[src/rtl/calendar_clock_with_zone_offset_defines.svh]
// Assertion macros for the calendar clock with zone offset.
`ifndef CALENDAR_CLOCK_WITH_ZONE_OFFSET_DEFINES_SVH
`define CALENDAR_CLOCK_WITH_ZONE_OFFSET_DEFINES_SVH

// Same-cycle implication, sampled on clk, off during rst.
`define CCZ_ASSERT_IMP(label, ante, cons) \
  label: assert property (@(posedge clk) disable iff (rst) (ante) |-> (cons)) \
    else $error("calendar clock check failed");

// Next-cycle implication, sampled on clk, off during rst.
`define CCZ_ASSERT_NXT(label, ante, cons) \
  label: assert property (@(posedge clk) disable iff (rst) (ante) |=> (cons)) \
    else $error("calendar clock check failed");

`endif

[src/rtl/ccz_pkg.sv]
// Shared types, constants and helper functions of the calendar clock.
`timescale 1ns / 1ps

package ccz_pkg;

  typedef struct packed {
    logic [13:0] year;
    logic [3:0]  month;
    logic [4:0]  day;
    logic [4:0]  hour;
    logic [5:0]  min;
    logic [5:0]  sec;
  } cal_t;

  localparam cal_t CAL_RESET = '{year: 14'd0, month: 4'd1, day: 5'd1,
                                 hour: 5'd0, min: 6'd0, sec: 6'd0};

  localparam logic [4:0] MONTH_LEN [12] = '{5'd31, 5'd28, 5'd31, 5'd30, 5'd31, 5'd30,
                                            5'd31, 5'd31, 5'd30, 5'd31, 5'd30, 5'd31};

  localparam logic [13:0] YEAR_MAX   = 14'd9999;
  localparam logic [4:0]  LEAP_FEB   = 5'd29;
  localparam logic [3:0]  MONTH_LAST = 4'd12;

  localparam logic [1:0] REG_OFFSET_HOURS   = 2'd0;
  localparam logic [1:0] REG_OFFSET_MINUTES = 2'd1;
  localparam logic [1:0] REG_OFFSET_SECONDS = 2'd2;
  localparam logic [1:0] REG_SUMMER_TIME    = 2'd3;

  function automatic logic [4:0] days_in(input logic [3:0] month, input logic [13:0] year);
    logic [3:0] idx;
    idx = (month inside {[4'd1:4'd12]}) ? month - 4'd1 : 4'd0;
    if (idx == 4'd1 && year[1:0] == 2'b00) begin
      return LEAP_FEB;
    end
    return MONTH_LEN[idx];
  endfunction

  function automatic logic [7:0] to_bcd(input logic [5:0] v);
    logic [3:0] tens;
    logic [5:0] ones;
    if (v >= 6'd50) tens = 4'd5;
    else if (v >= 6'd40) tens = 4'd4;
    else if (v >= 6'd30) tens = 4'd3;
    else if (v >= 6'd20) tens = 4'd2;
    else if (v >= 6'd10) tens = 4'd1;
    else tens = 4'd0;
    ones = v - {tens[2:0], 3'b000} - {1'b0, tens, 1'b0};
    return {tens, ones[3:0]};
  endfunction

endpackage

[src/rtl/calendar_clock_with_zone_offset.sv]
// Top level of the UTC calendar clock with zone offset and BCD time output.
// Each input item is a one-second tick that may first load a new UTC time
// (tuser high); the UTC calendar then advances one second and one result item
// carries the local date and time, with the configured signed zone offset and
// summer hour applied. Items flow through three registers: the input register,
// the UTC calendar update and the result register; one item is taken every
// cycle as long as results are drained. No memory needs clearing after reset.
// Configuration writes are always taken and must only be made while no item
// is in flight.
`timescale 1ns / 1ps
`include "calendar_clock_with_zone_offset_defines.svh"

module calendar_clock_with_zone_offset (
  input  logic        clk,
  input  logic        rst,
  input  logic        s_tvalid,
  output logic        s_tready,
  input  logic [39:0] s_tdata,    // load_second, load_minute, load_hour, load_day,
                                  // load_month, load_year
  input  logic        s_tuser,    // op
  output logic        m_tvalid,
  input  logic        m_tready,
  output logic [63:0] m_tdata,    // local_second, local_minute, local_hour, local_day,
                                  // local_month, local_year, bcd_hour, bcd_minute,
                                  // bcd_second
  input  logic        cfg_valid,
  output logic        cfg_ready,
  input  logic [1:0]  cfg_index,
  input  logic [6:0]  cfg_data
);
  import ccz_pkg::*;

  function automatic logic signed [5:0] clamp_hours(input logic [5:0] v);
    if ($signed(v) > 6'sd23) return 6'sd23;
    if ($signed(v) < -6'sd23) return -6'sd23;
    return $signed(v);
  endfunction

  function automatic logic signed [6:0] clamp_sixty(input logic [6:0] v);
    if ($signed(v) > 7'sd59) return 7'sd59;
    if ($signed(v) < -7'sd59) return -7'sd59;
    return $signed(v);
  endfunction

  logic signed [5:0] off_hours;
  logic signed [6:0] off_minutes;
  logic signed [6:0] off_seconds;
  logic              summer;

  logic        s0_valid;
  logic        s0_op;
  cal_t        s0_cal;
  cal_t        utc;
  cal_t        utc_next;
  logic        s1_valid;
  logic        s1_ready;
  logic        out_ready;
  logic        out_valid;
  cal_t        out_cal;
  logic [7:0]  out_bcd_hour;
  logic [7:0]  out_bcd_minute;
  logic [7:0]  out_bcd_second;

  cal_t              loc;
  logic [7:0]        loc_bcd_hour;
  logic [7:0]        loc_bcd_minute;
  logic [7:0]        loc_bcd_second;
  logic signed [6:0] oh;
  cal_t              ld;

  assign cfg_ready = 1'b1;

  always_ff @(posedge clk) begin
    if (rst) begin
      off_hours   <= 6'sd0;
      off_minutes <= 7'sd0;
      off_seconds <= 7'sd0;
      summer      <= 1'b0;
    end else if (cfg_valid) begin
      case (cfg_index)
        REG_OFFSET_HOURS:   off_hours   <= clamp_hours(cfg_data[5:0]);
        REG_OFFSET_MINUTES: off_minutes <= clamp_sixty(cfg_data);
        REG_OFFSET_SECONDS: off_seconds <= clamp_sixty(cfg_data);
        REG_SUMMER_TIME:    summer      <= cfg_data[0];
        default: ;
      endcase
    end
  end

  assign out_ready = !out_valid || m_tready;
  assign s1_ready  = !s1_valid || out_ready;
  assign s_tready  = !s0_valid || s1_ready;

  assign ld.sec   = s_tdata[5:0];
  assign ld.min   = s_tdata[11:6];
  assign ld.hour  = s_tdata[16:12];
  assign ld.day   = s_tdata[21:17];
  assign ld.month = s_tdata[25:22];
  assign ld.year  = s_tdata[39:26];

  // input register
  always_ff @(posedge clk) begin
    if (rst) begin
      s0_valid <= 1'b0;
    end else if (s_tready) begin
      s0_valid <= s_tvalid;
    end
  end

  always_ff @(posedge clk) begin
    if (s_tready && s_tvalid) begin
      s0_op  <= s_tuser;
      s0_cal <= ld;
    end
  end

  ccz_tick u_tick (
    .cur  (utc),
    .load (s0_op),
    .ld   (s0_cal),
    .nxt  (utc_next)
  );

  // UTC calendar update
  always_ff @(posedge clk) begin
    if (rst) begin
      utc      <= CAL_RESET;
      s1_valid <= 1'b0;
    end else if (s1_ready) begin
      s1_valid <= s0_valid;
      if (s0_valid) begin
        utc <= utc_next;
      end
    end
  end

  assign oh = $signed({off_hours[5], off_hours}) + $signed({6'b000000, summer});

  ccz_offset u_offset (
    .utc        (utc),
    .oh         (oh),
    .om         (off_minutes),
    .os         (off_seconds),
    .loc        (loc),
    .bcd_hour   (loc_bcd_hour),
    .bcd_minute (loc_bcd_minute),
    .bcd_second (loc_bcd_second)
  );

  // result register
  always_ff @(posedge clk) begin
    if (rst) begin
      out_valid <= 1'b0;
    end else if (out_ready) begin
      out_valid <= s1_valid;
    end
  end

  always_ff @(posedge clk) begin
    if (out_ready && s1_valid) begin
      out_cal        <= loc;
      out_bcd_hour   <= loc_bcd_hour;
      out_bcd_minute <= loc_bcd_minute;
      out_bcd_second <= loc_bcd_second;
    end
  end

  assign m_tvalid = out_valid;
  assign m_tdata  = {out_bcd_second, out_bcd_minute, out_bcd_hour, out_cal.year,
                     out_cal.month, out_cal.day, out_cal.hour, out_cal.min, out_cal.sec};

  `CCZ_ASSERT_NXT(a_sec_advance, s0_valid && s1_ready && !s0_op, utc.sec == $past(utc.sec) + 6'd1 || utc.sec == 6'd0)
  `CCZ_ASSERT_NXT(a_utc_date_ok, s0_valid && s1_ready, utc.day != 5'd0 && utc.month != 4'd0 && utc.month <= MONTH_LAST)
  `CCZ_ASSERT_IMP(a_out_source, $rose(m_tvalid), $past(s1_valid))
  `CCZ_ASSERT_IMP(a_local_time_ok, m_tvalid, out_cal.hour <= 5'd23 && out_cal.min <= 6'd59 && out_cal.sec <= 6'd59)

endmodule

[src/rtl/ccz_tick.sv]
// Load clamp and one-second advance of the UTC calendar.
`timescale 1ns / 1ps

module ccz_tick (
  input  ccz_pkg::cal_t cur,
  input  logic          load,
  input  ccz_pkg::cal_t ld,
  output ccz_pkg::cal_t nxt
);
  import ccz_pkg::*;

  cal_t       c;
  logic [4:0] ld_len;
  logic [4:0] len;

  always_comb begin
    c = cur;
    ld_len = 5'd0;
    if (load) begin
      c.sec  = (ld.sec > 6'd59) ? 6'd59 : ld.sec;
      c.min  = (ld.min > 6'd59) ? 6'd59 : ld.min;
      c.hour = (ld.hour > 5'd23) ? 5'd23 : ld.hour;
      if (ld.month == 4'd0) c.month = 4'd1;
      else if (ld.month > MONTH_LAST) c.month = MONTH_LAST;
      else c.month = ld.month;
      c.year = (ld.year > YEAR_MAX) ? YEAR_MAX : ld.year;
      ld_len = days_in(c.month, c.year);
      if (ld.day == 5'd0) c.day = 5'd1;
      else if (ld.day > ld_len) c.day = ld_len;
      else c.day = ld.day;
    end
  end

  always_comb begin
    len = days_in(c.month, c.year);
    nxt = c;
    if (c.sec < 6'd59) begin
      nxt.sec = c.sec + 6'd1;
    end else begin
      nxt.sec = 6'd0;
      if (c.min < 6'd59) begin
        nxt.min = c.min + 6'd1;
      end else begin
        nxt.min = 6'd0;
        if (c.hour < 5'd23) begin
          nxt.hour = c.hour + 5'd1;
        end else begin
          nxt.hour = 5'd0;
          if (c.day < len) begin
            nxt.day = c.day + 5'd1;
          end else begin
            nxt.day = 5'd1;
            if (c.month < MONTH_LAST) begin
              nxt.month = c.month + 4'd1;
            end else begin
              nxt.month = 4'd1;
              nxt.year = (c.year >= YEAR_MAX) ? 14'd0 : c.year + 14'd1;
            end
          end
        end
      end
    end
  end

endmodule

[src/rtl/ccz_offset.sv]
// Zone offset add with carries through the date, plus BCD of the local time.
`timescale 1ns / 1ps

module ccz_offset (
  input  ccz_pkg::cal_t      utc,
  input  logic signed [6:0]  oh,
  input  logic signed [6:0]  om,
  input  logic signed [6:0]  os,
  output ccz_pkg::cal_t      loc,
  output logic [7:0]         bcd_hour,
  output logic [7:0]         bcd_minute,
  output logic [7:0]         bcd_second
);
  import ccz_pkg::*;

  logic signed [7:0] sec_s;
  logic signed [7:0] min_s;
  logic signed [7:0] hour_s;
  logic signed [7:0] sec_f;
  logic signed [7:0] min_f;
  logic signed [7:0] hour_f;
  logic signed [1:0] mc;
  logic signed [1:0] hc;
  logic signed [2:0] dc;
  logic signed [6:0] day_s;
  logic [3:0]        month_p;
  logic [13:0]       year_p;
  logic [4:0]        len;

  always_comb begin
    sec_s = $signed({2'b00, utc.sec}) + $signed({os[6], os});
    if (sec_s < 8'sd0) begin
      sec_f = sec_s + 8'sd60;
      mc = -2'sd1;
    end else if (sec_s > 8'sd59) begin
      sec_f = sec_s - 8'sd60;
      mc = 2'sd1;
    end else begin
      sec_f = sec_s;
      mc = 2'sd0;
    end

    min_s = $signed({2'b00, utc.min}) + $signed({om[6], om}) + $signed({{6{mc[1]}}, mc});
    if (min_s < 8'sd0) begin
      min_f = min_s + 8'sd60;
      hc = -2'sd1;
    end else if (min_s > 8'sd59) begin
      min_f = min_s - 8'sd60;
      hc = 2'sd1;
    end else begin
      min_f = min_s;
      hc = 2'sd0;
    end

    hour_s = $signed({3'b000, utc.hour}) + $signed({oh[6], oh})
           + $signed({{6{hc[1]}}, hc});
    if (hour_s < 8'sd0) begin
      hour_f = hour_s + 8'sd24;
      dc = -3'sd1;
    end else if (hour_s > 8'sd47) begin
      hour_f = hour_s - 8'sd48;
      dc = 3'sd2;
    end else if (hour_s > 8'sd23) begin
      hour_f = hour_s - 8'sd24;
      dc = 3'sd1;
    end else begin
      hour_f = hour_s;
      dc = 3'sd0;
    end

    day_s = $signed({2'b00, utc.day}) + $signed({{4{dc[2]}}, dc});
    len = days_in(utc.month, utc.year);

    loc.sec  = sec_f[5:0];
    loc.min  = min_f[5:0];
    loc.hour = hour_f[4:0];
    loc.day  = day_s[4:0];
    loc.month = utc.month;
    loc.year  = utc.year;
    month_p = utc.month;
    year_p  = utc.year;

    if (day_s < 7'sd1) begin
      if (utc.month <= 4'd1) begin
        month_p = MONTH_LAST;
        year_p = (utc.year == 14'd0) ? YEAR_MAX : utc.year - 14'd1;
      end else begin
        month_p = utc.month - 4'd1;
      end
      loc.month = month_p;
      loc.year  = year_p;
      loc.day   = days_in(month_p, year_p);
    end else if (day_s > $signed({2'b00, len})) begin
      loc.day = day_s[4:0] - len;
      if (utc.month >= MONTH_LAST) begin
        loc.month = 4'd1;
        loc.year = (utc.year >= YEAR_MAX) ? 14'd0 : utc.year + 14'd1;
      end else begin
        loc.month = utc.month + 4'd1;
      end
    end
  end

  assign bcd_hour   = to_bcd({1'b0, loc.hour});
  assign bcd_minute = to_bcd(loc.min);
  assign bcd_second = to_bcd(loc.sec);

endmodule

[config.mk]
export PLATFORM = sky130hd
export DESIGN_NAME = calendar_clock_with_zone_offset
export DESIGN_NICKNAME = d
export VERILOG_FILES = /design/src/rtl/ccz_pkg.sv /design/src/rtl/calendar_clock_with_zone_offset.sv /design/src/rtl/ccz_tick.sv /design/src/rtl/ccz_offset.sv
export VERILOG_INCLUDE_DIRS = /design/src /design/src/rtl
export SDC_FILE = /design/constraint.sdc
export NUM_CORES = 1
export LEC_CHECK = 0
export ABC_CLOCK_PERIOD_IN_PS = 10600
export CAP_MARGIN = 20
export CORE_ASPECT_RATIO = 0.75
export CORE_MARGIN = 5
export CORE_UTILIZATION = 55
export DETAILED_ROUTE_END_ITERATION = 16
export DONT_BUFFER_PORTS = 1
export PLACE_DENSITY = 0.72
export SLEW_MARGIN = 40
export SYNTH_ARGS = -nofsm -noshare
export SYNTH_HDL_FRONTEND = slang
export SYNTH_SLANG_ARGS = --single-unit
[constraint.sdc]
create_clock -name clk -period 10.6 [get_ports clk]
set_input_delay 1.59 -clock clk [delete_from_list [all_inputs] [get_ports clk]]
set_output_delay 1.59 -clock clk [all_outputs]
set_load 0.01 [all_outputs]
==> reports/metrics.yaml, run 1 <==
logic_synthesis:
  synthDominantCellAreaShare_pct: 25.57
  syn-instance-count: 1292
  synth_sequential_area_ratio_pct: 36.70
  postSynthAreaPerCell_um2: 8.909
  syn_warnings: 0
  synth_cell_types: 98
  synth.ff_latch_count: 162
  yosys.cell_count.top_type: "sky130_fd_sc_hd__nor2_1"
  synth-edff-count: 98
  yosysTopAreaCell: "sky130_fd_sc_hd__edfxtp_1"
  synthTopCellsByArea: "sky130_fd_sc_hd__edfxtp_1 (26%), sky130_fd_sc_hd__dfxtp_1 (11%), sky130_fd_sc_hd__ha_1 (7.3%), sky130_fd_sc_hd__nor2_1 (3.9%), sky130_fd_sc_hd__a21oi_1 (3.6%)"
  synth.cell_area_um2: 11510
  synth_common_cells: "sky130_fd_sc_hd__nor2_1 (120), sky130_fd_sc_hd__inv_1 (108), sky130_fd_sc_hd__nand2_1 (101)"
  async_flop_share_pct: 0
  postSynth.topFlopCell: "sky130_fd_sc_hd__edfxtp_1"
timing:
  transition_time_of_the_tightest_slew_check_pin_ns: 0.7552
  fin_skew_ns: 0.01194
  period_share_pct: 93.40
  final.setup.tns_ns: 0
  final_period_demand_of_the_worst_path_ns: 9.900
  max_slew_headroom_at_the_worst_pin_pct: 49.55
  slew_violations: 0
  clock.fmax_ghz: 0.1010
  rsz_0062_raised_after_global_routing: "no"
  timing_hold_violations_final: 0
  setup-violations-final: 0
route:
  drt_first_pass_iters: 5
  vias: 9657
  drt-initial-drc-count: 942
  drcViolationCount: 0
  ant_nets: 0
  totalWireLength_um: 27970
  viasPerCell: 6.218
  route.detailed.wl_per_inst_um: 18.01
place:
  buffers_on_ports: 0
  dp_hpwl_um: 20770
  placed_standard_cell_area_um2: 11670
  routability_congestion_estimate: 0.9498
status:
  outcome: "finished clean"
global_routing:
  gr-total-overflow: 0
  grt_first_pass_wirelength_um: 44910
  initial_antenna_violation_count: 0
  pin_count_of_the_biggest_net_entering_global_routing: 65
  track_usage_pct: 23.09
  grt_pass1_vias: 8609
critical_path:
  startpoint_type: "flop"
  timing.critical_path.arrival_ns: 10.17
  r2r_setup_slack_ns: 0.70
  critPathSlowestCell: "sky130_fd_sc_hd__or4_1"
  worstPathRequired_ns: 10.87
  r2r_end: "m_tdata[38]"
  cp_num_cells: 39
  worstRegToRegCells: 39
  maximum_fanout_count_along_the_critical_path: 10
  crit_end: "m_tdata[38]"
  critical_path.n_buffers_inverters: 4
  reg2reg_from: "utc[0]"
  critical_path_class: "reg2reg"
  timing.critical_path.max_delay_family: "adder cells"
  crit_path_frequent_cell: "sky130_fd_sc_hd__ha_1"
  critPathMaxStageDelay_ns: 0.66
  critPathCaptureType: "flop"
  crit_path_launch: "utc[0]"
clock_network:
  cts_max_path_buffers: 2
  post_cts_hold_buffer_count: 0
  cts_inserted_buffers: 17
  cts_num_sinks: 162
  cts.clk_slew.worst_paths_ns: 0.07
  cts_htree_levels: 4
  cts_tree: "done"
  cts-root-buf: "sky130_fd_sc_hd__clkbuf_16"
  clk_latency_ns: 0.44
layout:
  fin_util_pct: 60.61
  antennaDiodeCount: 0
  nFillCells: 1736
  p_r_area_growth_vs_syn_pct: 7.621
  fin_nets: 1396
  postLayoutCellArea_um2: 12390
  drive_above_1_share_pct: 8.497
floorplan:
  io_pins: 122
  die_x_extent_um: 177.0
  start_util_pct: 56.31
  floorplan.die.height_um: 135.3
  die-area_um2: 23950
  row_count: 45
  core-area_um2: 20440
worst_hold_path:
  min_path_type: "reg2reg"
power:
  netSwitchingFraction_pct: 34.59
  power.ir.vdd_worst_mv: 0.08307
  p_leak_nw: 4.753
  intPower_mw: 1.368
  p_clk_share_pct: 30.8
  powerDensity_nw_per_um2: 168.9
  power.share.sequential_pct: 38.2
  share_comb_of_total_power_pct: 31.0
  power.net_switching_uw: 723.6
flow_run:
  drv.max_cap_violation_count: 0
[per-layer routing]
layer | routed length (µm) | track usage [%] | vias to the layer above
met5 | 0 | 0 | -
met2 | 11110 | 31.14 | 469
met3 | 2491 | 5.162 | 36
li1 | - | - | 4671
met1 | 14020 | 36.88 | 4481
met4 | 348 | 5.756 | 0
[power by group through the flow]
stage               logic (mW)  clock network, mW  registers (mW)
finish                   0.649              0.645           0.798
floorplan                0.516                  0           0.790
global placement         0.617                  0           0.811
global route             0.730              0.685           0.803
detailed placement       0.631                  0           0.812
CTS                      0.636              0.658           0.798
[state kept, by name, summed over array words and instances, names as in the netlist]
register and cells:
m_tvalid 1, off_minutes 7, out_bcd_minute 7, s0_cal 40
m_tdata 37, utc 40, out_bcd_second 7, s1_valid 1
s0_valid 1, off_hours 6, s0_op 1, summer 1
out_bcd_hour 6, off_seconds 7
[kinds of logic after synthesis]
family	Yosys count	synth area share, %
buf+inv	175	6.174
xor+xnor	39	3.163
other cells	2	0.06525
fa+ha+maj	83	10.07
simple gates	439	19.01
compound gates	355	21.42
flops	162	36.70
mux	37	3.402
[worst register-to-register path: cells and delay by family (launching register included)]
| kind | cells | cell delay (ns) |
|---|---|---|
| muxes | 1 | 0.11 |
| xor gates and xnor gates | 1 | 0.29 |
| DFF | 1 | 0.33 |
| AOI/OAI and AO/OA | 14 | 3.08 |
| adders and majority gates | 11 | 3.78 |
| and+or+nand+nor | 8 | 1.69 |
| buffers and inverters | 4 | 0.47 |
[final cells by class]
| type | instances | area [µm²] | share of cell area, % |
|---|---|---|---|
| multi-input cells | 958 | 6726 | 54.30 |
| flip-flops and latches | 162 | 4224 | 34.10 |
| clock buffers | 17 | 425.4 | 3.434 |
| inverters | 112 | 420.4 | 3.394 |
| well taps | 282 | 352.8 | 2.848 |
| clock inverters | 15 | 185.2 | 1.495 |
| repair buffers | 7 | 52.55 | 0.4242 |
[per-stage QoR]
stage	power [mW]	setup slack [ns]	instances	hold WS, ns
after floorplan	1.307	1.265	1295	0.4453
after global placement	1.428	0.6320	1521	0.4540
after detailed placement	1.442	0.2751	1521	0.4715
after CTS	2.092	0.2090	1553	0.4802
after global routing	2.219	0.02384	1553	0.5137
final	2.092	0.6996	1553	0.4785
[worst min path at each step]
stage / endpoint / slack [ns] / start / cells past startpoint
2_1_floorplan: utc[14] / 0.45 / utc[14] / 2
3_3_place_gp: off_hours[3] / 0.45 / off_hours[3] / 2
3_5_place_dp: utc[14] / 0.47 / utc[14] / 2
4_1_cts: utc[2] / 0.48 / utc[2] / 2
5_1_grt: utc[14] / 0.51 / utc[14] / 2
6_report: utc[14] / 0.48 / utc[14] / 2
[repair_timing]
| action | 4_1_cts | 5_1_grt |
|---|---|---|
| buffers inserted | 0 | 0 |
| endpoints found under the setup margin | 0 | 21 |
| gates resized for setup | 0 | 14 |
[cell usage in the layout (no fill, tap or decap), drive strengths merged, types with 10 or more instances in the layout]
cell	n
a211oi	23
a21o	10
a21oi	84
a31oi	22
and2	13
and3	12
clkbuf	17
dfxtp	64
edfxtp	98
fa	16
ha	67
inv	124
mux2i	30
nand2	101
nand2b	17
nand3	41
nand4	21
nor2	120
nor2b	23
nor3	27
nor4	10
o21ai	71
o22ai	10
or2	12
xnor2	21
xor2	17
Power figures use the tool's default switching activity.
==> run 2, diff against run 1 <==
Settings changed: ABC_CLOCK_PERIOD_IN_PS 10600 to 12400, CAP_MARGIN 20 to not set, CORE_UTILIZATION 55 to 60, PLACE_DENSITY 0.72 to 0.78.
Clock period 10.6 ns to 12.4 ns, I/O delays scaled along.
==> run 2 against run 1 <==
Hold slack better by 0.0041 ns; non-clock buffer count unchanged; register-to-register slack improved by 1.1 ns; combinational power shrank 14%; count of clock-buffer cells in the layout stayed put; highest routed layer is now met5; critical path depth grew 2.
==> reports/metrics.yaml, run 2 (synthesis results as in run 1) <==
timing:
  final_period_demand_of_the_worst_path_ns: 10.55  # +0.6528 ns
  period_share_pct: 85.11  # -8.3 points
  fin_skew_ns: 0.009994  # -0.001942 ns
  whs_ns: 0.4827  # +0.004141 ns
  max_slew_headroom_at_the_worst_pin_pct: 48.67  # -0.88 points
  timing_hold_violations_final: 0  # unchanged
  final.setup.tns_ns: 0  # unchanged
  clock.fmax_ghz: 0.09476  # -6.2%
  rsz_0062_raised_after_global_routing: "no"
  setup-violations-final: 0  # unchanged
  transition_time_of_the_tightest_slew_check_pin_ns: 0.7700  # +0.01483 ns
  slew_violations: 0  # unchanged
layout:
  instances_no_fill: 1518  # -2.3%
  commonest_cells_after_routing_fill_and_taps_aside: "sky130_fd_sc_hd__nor2_1 (118), sky130_fd_sc_hd__inv_1 (108), sky130_fd_sc_hd__nand2_1 (101), sky130_fd_sc_hd__edfxtp_1 (98), sky130_fd_sc_hd__a21oi_1 (82)"
  layout.cells.most_common: "sky130_fd_sc_hd__nor2_1"
  drive_above_1_share_pct: 7.553  # -0.94 points
  antennaDiodeCount: 0  # unchanged
  postLayoutCellArea_um2: 12290  # -0.79%
  nFillCells: 1475  # -15%
  fin_util_pct: 65.83  # +5.2 points
  p_r_area_growth_vs_syn_pct: 6.773
  fin_nets: 1396  # unchanged
clock_network:
  cts_post_setup_buffers_inserted: 0  # unchanged
  cts_htree_levels: 4  # unchanged
  cts_max_path_buffers: 2  # unchanged
  clk_latency_ns: 0.44  # about the same
  cts_resized: 0  # unchanged
  cts-root-buf: "sky130_fd_sc_hd__clkbuf_16"
  cts_tree: "done"
  post_cts_hold_buffer_count: 0  # unchanged
  cts_inserted_buffers: 17  # unchanged
  cts.clk_slew.worst_paths_ns: 0.07  # about the same
  cts_num_sinks: 162  # unchanged
place:
  buffers_on_ports: 0  # unchanged
  dpl.cell_count: 1486  # -2.3%
  placed_standard_cell_area_um2: 11640  # -0.30%
  routability_congestion_estimate: 0.9832  # +3.5%
  dp_hpwl_um: 21540  # +3.7%
route:
  drt-initial-drc-count: 1150  # +22%
  route.detailed.wl_per_inst_um: 19.45  # +8.0%
  drt_first_pass_iters: 6  # +1
  ant_nets: 0  # unchanged
  viasPerCell: 6.511  # +4.7%
  totalWireLength_um: 29530  # +5.5%
  vias: 9884  # +2.4%
  drcViolationCount: 0  # unchanged
power:
  p_leak_nw: 4.746  # -0.16%
  power.net_switching_uw: 632.1  # -13%
  power.share.sequential_pct: 37.6  # -0.6 points
  power.ir.vdd_worst_mv: 0.08833  # +6.3%
  intPower_mw: 1.188  # -13%
  share_comb_of_total_power_pct: 30.6  # -0.4 points
  powerDensity_nw_per_um2: 148.1  # -12%
  p_clk_share_pct: 31.8  # +1.0 points
  netSwitchingFraction_pct: 34.74  # +0.14 points
critical_path:
  critPathCaptureType: "flop"
  critPathMaxStageDelay_ns: 0.70  # +0.04 ns
  startpoint_type: "flop"
  crit_path_launch: "utc[0]"
  reg2reg_from: "utc[0]"
  critPathSlowestCell: "sky130_fd_sc_hd__or4_1"
  worstPathRequired_ns: 12.68  # +1.81 ns
  maximum_fanout_count_along_the_critical_path: 10  # unchanged
  timing.critical_path.arrival_ns: 10.84  # +0.67 ns
  critical_path_class: "reg2reg"
  crit_path_frequent_cell: "sky130_fd_sc_hd__ha_1"
global_routing:
  gr-total-overflow: 0  # unchanged
  track_usage_pct: 26.37  # +3.3 points
  initial_antenna_violation_count: 1  # +1
  grt_pass1_vias: 8885  # +3.2%
  grt_first_pass_wirelength_um: 46840  # +4.3%
  pin_count_of_the_biggest_net_entering_global_routing: 65  # unchanged
flow_run:
  drv.max_cap_violation_count: 0  # unchanged
floorplan:
  io_pins: 122  # unchanged
  row_count: 43  # -4.4%
  core-area_um2: 18670  # -8.7%
  floorplan.die.height_um: 129.9  # -3.9%
  start_util_pct: 61.65  # +5.3 points
  die_x_extent_um: 169.9  # -4.0%
  die-area_um2: 22080  # -7.8%
status:
  outcome: "finished clean"
worst_hold_path:
  hold_wc_startpoint: "utc[2]"
  min_path_type: "reg2reg"
## run 2: cell types whose count changed in the layout (fill, tap and decap cells not counted), sizes merged
cell	before	now
inv	124	121
clkinv	0	2
bufinv	2	3
## run 2: layout make-up
cell class / instances / area, µm² / share of cell area, %
Multi-Input combinational cell: 958 / 6646 / 54.08
Sequential cell: 162 / 4224 / 34.37
Clock buffer: 17 / 425.4 / 3.462
Inverter: 112 / 420.4 / 3.421
Tap cell: 247 / 309.0 / 2.515
Clock inverter: 15 / 211.5 / 1.721
Timing Repair Buffer: 7 / 52.55 / 0.4276
## run 2: routing by layer
layer / global-route usage [%] / part of all wire [%]
met4: 6.385 / 1.4
met3: 7.571 / 12
met1: 41.18 / 47
met2: 35.74 / 39
met5: 0 / 0.044
## run 2: worst paths after layout
kind,to,slack [ns],cells past startpoint
hold / removal,utc[2],0.48,2
setup reg to reg,m_tdata[38],1.85,41
hold reg to reg,utc[2],0.48,2
setup / recovery,m_tdata[38],1.85,41
## run 2: critical path, delay by kind of cell (launching register included)
family | cells | cell delay [ns]
buf+inv | 4 | 0.60
xor+xnor | 2 | 0.82
compound gates | 14 | 2.98
fa+ha+maj | 11 | 3.65
mux | 1 | 0.10
flops | 1 | 0.33
simple gates | 9 | 1.92
## run 2: per-stage QoR
| stage | worst slack, ns | total power, mW |
|---|---|---|
| floorplan | 3.065 | 1.117 |
| CTS | 1.966 | 1.814 |
| global route | 1.110 | 1.919 |
| global placement | 2.478 | 1.219 |
| finish | 1.847 | 1.820 |
| detailed placement | 2.046 | 1.236 |
## run 2: power by group through the flow
| stage | clock network (mW) | registers, mW | logic (mW) |
|---|---|---|---|
| 2_1_floorplan | 0 | 0.675 | 0.442 |
| 3_3_place_gp | 0 | 0.694 | 0.524 |
| 3_5_place_dp | 0 | 0.696 | 0.540 |
| 4_1_cts | 0.584 | 0.684 | 0.546 |
| 5_1_grt | 0.610 | 0.689 | 0.620 |
| 6_report | 0.578 | 0.685 | 0.557 |
